===== config.mk =====
export PLATFORM = sky130hd
export DESIGN_NAME = sab_queue
export DESIGN_NICKNAME = d
export VERILOG_FILES = /design/src/rtl/sab_pkg.sv /design/src/rtl/sab_queue.sv
export SDC_FILE = /design/constraint.sdc
export NUM_CORES = 1
export LEC_CHECK = 0
export ABC_AREA = 1
export CELL_PAD_IN_SITES_DETAIL_PLACEMENT = 1
export CELL_PAD_IN_SITES_GLOBAL_PLACEMENT = 2
export CORE_UTILIZATION = 47
export CTS_BUF_LIST = sky130_fd_sc_hd__clkbuf_16
export DETAILED_ROUTE_END_ITERATION = 8
export DONT_BUFFER_PORTS = 1
export GPL_ROUTABILITY_DRIVEN = 0
export PLACE_DENSITY = 0.89
export SLEW_MARGIN = 20
export SYNTH_ARGS = -nofsm -noshare
export SYNTH_HDL_FRONTEND = slang
export SYNTH_SLANG_ARGS = --single-unit
export TNS_END_PERCENT = 50

===== constraint.sdc =====
create_clock -name clk_i -period 7.9 [get_ports clk_i]
set_input_delay 0.395 -clock clk_i [delete_from_list [all_inputs] [get_ports clk_i]]
set_output_delay 0.395 -clock clk_i [all_outputs]
set_load 0.005 [all_outputs]

===== src/rtl/sab_pkg.sv =====
// Shared types and constants of the sprite alpha blitter.
// Used by the channel interfaces and by every module of the block.
package sab_pkg;

  // Field widths of the request and response channels.
  localparam int unsigned OPCODE_W = 2;
  localparam int unsigned PIX_W    = 32;
  localparam int unsigned WADDR_W  = 20;
  localparam int unsigned CHAN_W   = 8;

  // Linear screen address: a 12 bit row times a 12 bit width plus a 12 bit column.
  localparam int unsigned LIN_W    = 25;

  // Configuration register widths and reset values.
  localparam int unsigned POS_CFG_W  = 11;
  localparam int unsigned DIM_CFG_W  = 12;
  localparam int unsigned APB_DATA_W = 32;
  localparam int unsigned APB_ADDR_W = 5;

  localparam logic [DIM_CFG_W-1:0] RST_SPRITE_DIM    = 12'd1;
  localparam logic [DIM_CFG_W-1:0] RST_SCREEN_WIDTH  = 12'd1280;
  localparam logic [DIM_CFG_W-1:0] RST_SCREEN_HEIGHT = 12'd720;

  // Largest channel value, also the blend divisor.
  localparam logic [CHAN_W-1:0] CHAN_MAX = 8'hFF;

  // Job queue between the front and back parts (depth is a power of two).
  localparam int unsigned QUEUE_DEPTH = 4;
  localparam int unsigned QPTR_W      = $clog2(QUEUE_DEPTH);
  localparam int unsigned QCNT_W      = $clog2(QUEUE_DEPTH + 1);

  // Request opcodes.
  typedef enum logic [OPCODE_W-1:0] {
    OP_LOAD  = 2'd0,
    OP_BLEND = 2'd1,
    OP_READ  = 2'd2,
    OP_NOP   = 2'd3
  } sab_op_e;

  // Work the back part carries out for one request.
  typedef enum logic [1:0] {
    JOB_REPORT = 2'd0,
    JOB_LOAD   = 2'd1,
    JOB_READ   = 2'd2,
    JOB_BLEND  = 2'd3
  } sab_job_e;

  // Configuration register indexes.
  typedef enum logic [2:0] {
    REG_DEST_X        = 3'd0,
    REG_DEST_Y        = 3'd1,
    REG_SPRITE_WIDTH  = 3'd2,
    REG_SPRITE_HEIGHT = 3'd3,
    REG_SCREEN_WIDTH  = 3'd4,
    REG_SCREEN_HEIGHT = 3'd5
  } sab_reg_e;

  typedef struct packed {
    logic [POS_CFG_W-1:0] dest_x;
    logic [POS_CFG_W-1:0] dest_y;
    logic [DIM_CFG_W-1:0] sprite_width;
    logic [DIM_CFG_W-1:0] sprite_height;
    logic [DIM_CFG_W-1:0] screen_width;
    logic [DIM_CFG_W-1:0] screen_height;
  } sab_cfg_t;

  // One classified request as it travels through the queue.
  typedef struct packed {
    sab_job_e           job;
    logic [LIN_W-1:0]   fb_addr;
    logic [WADDR_W-1:0] addr_out;
    logic [PIX_W-1:0]   pixel;
    logic               done;
  } sab_job_t;

  // Truncating division by 255 for products of two channel values (x <= 65025).
  function automatic logic [CHAN_W-1:0] div255(input logic [2*CHAN_W-1:0] x);
    logic [2*CHAN_W:0] sum;
    sum = {1'b0, x} + {{(CHAN_W+1){1'b0}}, x[2*CHAN_W-1:CHAN_W]} + 17'd1;
    return sum[2*CHAN_W-1:CHAN_W];
  endfunction

endpackage


===== src/rtl/sab_queue.sv =====
// Short job queue that decouples the front part from the back part.
// Depends on sab_pkg for the job type and the queue depth.
module sab_queue import sab_pkg::*; (
  input  logic     clk_i,
  input  logic     rst_ni,
  input  logic     push_valid_i,
  output logic     push_ready_o,
  input  sab_job_t push_job_i,
  output logic     pop_valid_o,
  input  logic     pop_ready_i,
  output sab_job_t pop_job_o
);

  sab_job_t          entry_q [QUEUE_DEPTH];
  logic [QPTR_W-1:0] wr_ptr_q, rd_ptr_q;
  logic [QCNT_W-1:0] count_q;
  logic              push, pop;

  assign push_ready_o = count_q != QCNT_W'(QUEUE_DEPTH);
  assign pop_valid_o  = count_q != '0;
  assign push         = push_valid_i && push_ready_o;
  assign pop          = pop_ready_i && pop_valid_o;
  assign pop_job_o    = entry_q[rd_ptr_q];

  // Pointers and fill count.
  always_ff @(posedge clk_i or negedge rst_ni) begin
    if (!rst_ni) begin
      wr_ptr_q <= '0;
      rd_ptr_q <= '0;
      count_q  <= '0;
    end else begin
      if (push) wr_ptr_q <= QPTR_W'(wr_ptr_q + QPTR_W'(1));
      if (pop)  rd_ptr_q <= QPTR_W'(rd_ptr_q + QPTR_W'(1));
      if (push && !pop) begin
        count_q <= QCNT_W'(count_q + QCNT_W'(1));
      end else if (pop && !push) begin
        count_q <= QCNT_W'(count_q - QCNT_W'(1));
      end
    end
  end

  // Entry storage.
  always_ff @(posedge clk_i) begin
    if (push) entry_q[wr_ptr_q] <= push_job_i;
  end

`ifndef ASSERT_OFF
  a_count_bound: assert property (@(posedge clk_i) disable iff (!rst_ni)
    count_q <= QCNT_W'(QUEUE_DEPTH))
    else $error("job queue holds more entries than its depth");
  a_no_pop_empty: assert property (@(posedge clk_i) disable iff (!rst_ni)
    pop_ready_i && !pop_valid_o && !push |=> count_q == $past(count_q))
    else $error("job queue count changed on a pop from an empty queue");
  a_push_count: assert property (@(posedge clk_i) disable iff (!rst_ni)
    push && !pop |=> count_q == QCNT_W'($past(count_q) + QCNT_W'(1)))
    else $error("job queue count did not grow on a push");
`endif

endmodule


# ---- Word-level counts from Yosys, hierarchy flattened
# Memory sizes are Yosys's and may differ from the RTL's.
# Index checks and enable logic that the tools add are counted.
dict set report totals {
  output_inout_bits 82
  wordCells 21
  inputBits 84
  reg_bits 7
  ramBits 320
  memories 1
}
# name depth word_bits read_ports rd_clocked_by_memory_dff write_ports line_no
set mem_list {}
lappend mem_list {entry_q 4 80 1 0 1 sab_queue.sv:14} ;# sab_job_t entry_q [QUEUE_DEPTH];
dict set report op_classes {
  n_reduce_logical 8
  addsub 4
  eq_ne 1
  mux 4
}
# cell n
set op_table {}
lappend op_table {{3-bit 2-to-1 mux} 2}
lappend op_table {{2-bit by 1-bit adder with 2-bit output (second input constant)} 2}
lappend op_table {{1-bit logical AND} 4}
lappend op_table {{3-bit by 1-bit adder with 3-bit output (second input constant)} 1}
lappend op_table {{3-bit != test (second input constant)} 1}
lappend op_table {{3-bit nonzero test} 1}
lappend op_table {{3-bit by 1-bit subtractor with 3-bit output (second input constant)} 1}
lappend op_table {{1-bit logical NOT} 2}
lappend op_table {{1-bit 2-to-1 mux} 2}
lappend op_table {{2-bit nonzero test} 1}

# ---- Depth between registers and ports, before layout
dict set report depth {
  ltp_word 6
  mapped_depth 12
  mapped_depth_nobuf 12
}

# ---- Worst setup path after synthesis
# Ideal clock, no wire load.
dict set report synth_path {
  path_kind {register to register}
  from {register count_q[0]}
  to {memory entry_q[0][0] (netlist name), enable pin}
  required_time_ns 7.381
  t_arrival_ns 4.106
  n_path_buf 0
  synth_period_minus_slack_ns 4.626
  stages_incl_launch_ff 5
  path_slack_ns 3.274
  setup_ns 0.519
  cell_sequence {dfrtp_1 inv_1 nand3_1 nand2_1 nor2_1}
}
dict set report synth_between {
  elab_chain_cells 4
}
# element line_no
set synth_lines {}
lappend synth_lines {{from (decl)} sab_queue.sv:16} ;# logic [QCNT_W-1:0] count_q;
lappend synth_lines {{from (signal assigned)} sab_queue.sv:35} ;# count_q <= QCNT_W'(count_q + QCNT_W'(1));
lappend synth_lines {{from (signal assigned)} sab_queue.sv:37} ;# count_q <= QCNT_W'(count_q - QCNT_W'(1));
lappend synth_lines {{3-bit != test} sab_queue.sv:19} ;# assign push_ready_o = count_q != QCNT_W'(QUEUE_DEPTH);
lappend synth_lines {{net push_ready_o} sab_queue.sv:7} ;# output logic push_ready_o,
lappend synth_lines {{1-bit logical AND} sab_queue.sv:21} ;# assign push = push_valid_i && push_ready_o;
lappend synth_lines {{1-bit 2-to-1 mux} sab_queue.sv:44} ;# if (push) entry_q[wr_ptr_q] <= push_job_i;
lappend synth_lines {{1-bit 2-to-1 mux (implied by the code)} sab_queue.sv:44}
lappend synth_lines {{to (decl)} sab_queue.sv:14}
# The timed path passes the listed nets, and every way through them passes these cells.

==> reports/metrics.csv <==
metric,value,unit
via count,7706,
layout cells sized above 1,5.68,%
number of buffers created by CTS,35,
Total Power,5.49,mW
Die Y,170,um
via density per instance,5.24,
Finished Core Util,55.1,%
clk_skew,0.0148,ns
worst stage delay on the critical path,0.77,ns
Post-Place Cells,1325,
Setup TNS,0,ns
GRT Total Usage,20.5,%
per-cell routed wire length,19.7,um
"Seq/Total Area, Yosys",74.0,%
drt drc,0,
post-CTS resize count,0,
crit path cell chain,clkinv_2 > buf_4 > o211ai_1 > nand2_1,
first-pass GRT wire length,45100,um
CTS tree,built,
crit path launch type,flip-flop,
grt ovf,0,
Mapped Area,13200,um2
post-route ant nets,0,
CP Class,flip-flop to output pin,
final net count,1156,
warnings from Yosys,0,
Clock Sink Count,327,
CP Data Arrival Time,2.83,ns
Max-slew headroom,27.6,%
HP Class,input port to flip-flop,
first drt pass iteration count,4,
unrepaired setup endpoints after global routing,no,
num ports,166,
CP Capture Type,output pin,
pin count of the biggest net entering global routing,207,
Hold Path Depth,2,
Unique masters post-synth,16,
Worst path slowest cell,dfrtp_4,
WP data required,7.51,ns
Post CTS Setup Buffer Count,0,
Area growth syn-to-layout,15.5,%
core box area,27700,um2
vias in the first global route,8068,
worst slew pin tran,1.09,ns
fin crit period,3.23,ns
clock slew at reported path FFs,0.05,ns
detailed placer's ending HPWL,16300,um
P_leak,5.87,nW
later-pin clock latency in the skew report,0.52,ns
initial antenna violation count,3,
Peak VDD IR,0.330,mV
syn avg cell area,13.3,um2
post-route insts no fill,1472,
1st-iter DRT viols,503,
"Hold Vio Cnt, Final",0,
width of the die,170,um
power density cells,360,nW/um2
R2R cell count,5,
count of pins over their slew limit,0,
# port buffers,0,
outcome,"complete, no violations",
Max Cap Viol,0,
Max Clk Rate,310,MHz
final wirelength,29000,um
Starting Density,47.7,%
Final Cycle Share,40.9,%
Crit Path Max Fanout,51,
Yosys reg bits,327,
setup violators final,0,
maximum root-to-sink buffer count,3,
row count,61,
Cells after Synth,992,
hold_buf cts,81,
full die area,28800,um2
Synthesized Nets,1082,
Clock Tree Root,clkbuf_16,
H-tree depth,2,
## per-layer routing
metal	wire length [um]	vias up	track usage (%)
met2	14800	176	35.6
met5	13	-	0
met3	1680	52	4.92
li1	-	3626	-
met1	11800	3850	25.1
met4	689	2	6.58
## cells by family (layout without fill, tap and decap cells)
group,Yosys count,count (layout),share of synthesized area (%)
xor gates and xnor gates,1,1,0.0663
and+or+nand+nor,269,269,7.72
buffers and inverters,228,327,8.45
AOI/OAI and AO/OA,161,161,9.12
adders and majority gates,6,6,0.625
other,0,3,0
DFF,327,327,74.0
## Yosys cell counts
| cell type | number | area, um2 |
|---|---|---|
| clkbuf_1 | 3 | 11.3 |
| o21ai_0 | 1 | 5.00 |
| nand3_1 | 7 | 35.0 |
| nand2_1 | 257 | 965 |
| buf_2 | 17 | 85.1 |
| o211ai_1 | 160 | 1200 |
| inv_1 | 174 | 653 |
| inv_2 | 2 | 7.51 |
| buf_6 | 32 | 360 |
| nand4_1 | 1 | 6.26 |
| fa_1 | 1 | 20.0 |
| ha_1 | 5 | 62.6 |
| nor2_1 | 4 | 15.0 |
| dfrtp_1 | 7 | 175 |
| edfxtp_1 | 320 | 9610 |
| xnor2_1 | 1 | 8.76 |
## worst max-delay path: cells and delay by family (launching register included)
| family | cells | cell delay, ns |
|---|---|---|
| DFF | 1 | 0.77 |
| and+or+nand+nor | 1 | 0.18 |
| buffers and inverters | 2 | 1.13 |
| AOI/OAI and AO/OA | 1 | 0.22 |
## state kept, by name (all words and copies together) (netlist names)
register / count
wr_ptr_q: 2
count_q: 3
rd_ptr_q: 2
entry_q: 320
## per-stage QoR
stage                     hold slack, ns  setup WS [ns]  cell area (um2)
after floorplan                   0.0994           3.27            13200
after global placement            0.0996           4.92            13300
after detailed placement          0.0996           4.76            13300
after CTS                         0.0164           4.21            15200
after global routing              0.0216           4.47            15300
final                             0.0331           4.67            15300
## layout make-up
type / count / area [um2]
diodes: 3 / 7.51
clock buffers: 35 / 876
clock inverters: 27 / 206
fillers: 2729 / 12400
inverters: 176 / 674
multi-input cells: 437 / 2350
flip-flops and latches: 327 / 9790
well taps: 378 / 473
repair buffers: 89 / 891
## cells in the final DEF, fill, tap and decap left out
cell type      Yosys  routed
o211ai_1         160     160
bufinv_16          0       3
nor2_4             0       4
ha_1               5       5
dfrtp_1            7       6
diode_2            0       3
dfrtp_4            0       1
buf_12             0       1
fa_1               1       1
clkbuf_16          0      35
dlygate4sd3_1      0      81
buf_6             32       2
buf_4              0       5
clkinv_2           0       6
nand2_1          257     257
o21ai_0            1       1
xnor2_1            1       1
nand4_1            1       1
nand3_1            7       7
clkinv_8           0       1
inv_1            174     181
inv_6              0       4
edfxtp_1         320     320
clkinv_1           0       8
## report_power, final
group	internal [mW]	switching, mW
combinational	0.399	1.12
clock	0.907	0.649
sequential	2.29	0.126
## worst paths after layout
check | from | end | slack [ns]
min in group asynchronous | rst_ni | rd_ptr_q[1] | 0.23
worst min-delay path | push_valid_i | wr_ptr_q[1] | 0.03
max in group asynchronous | rst_ni | rd_ptr_q[1] | 7.39
worst max-delay path | rd_ptr_q[1] | pop_job_o[75] | 4.67
worst min register to register | count_q[2] | count_q[2] | 0.50
worst max register to register | count_q[0] | entry_q[3][30] | 4.95
(Power assumes the default switching activity.)
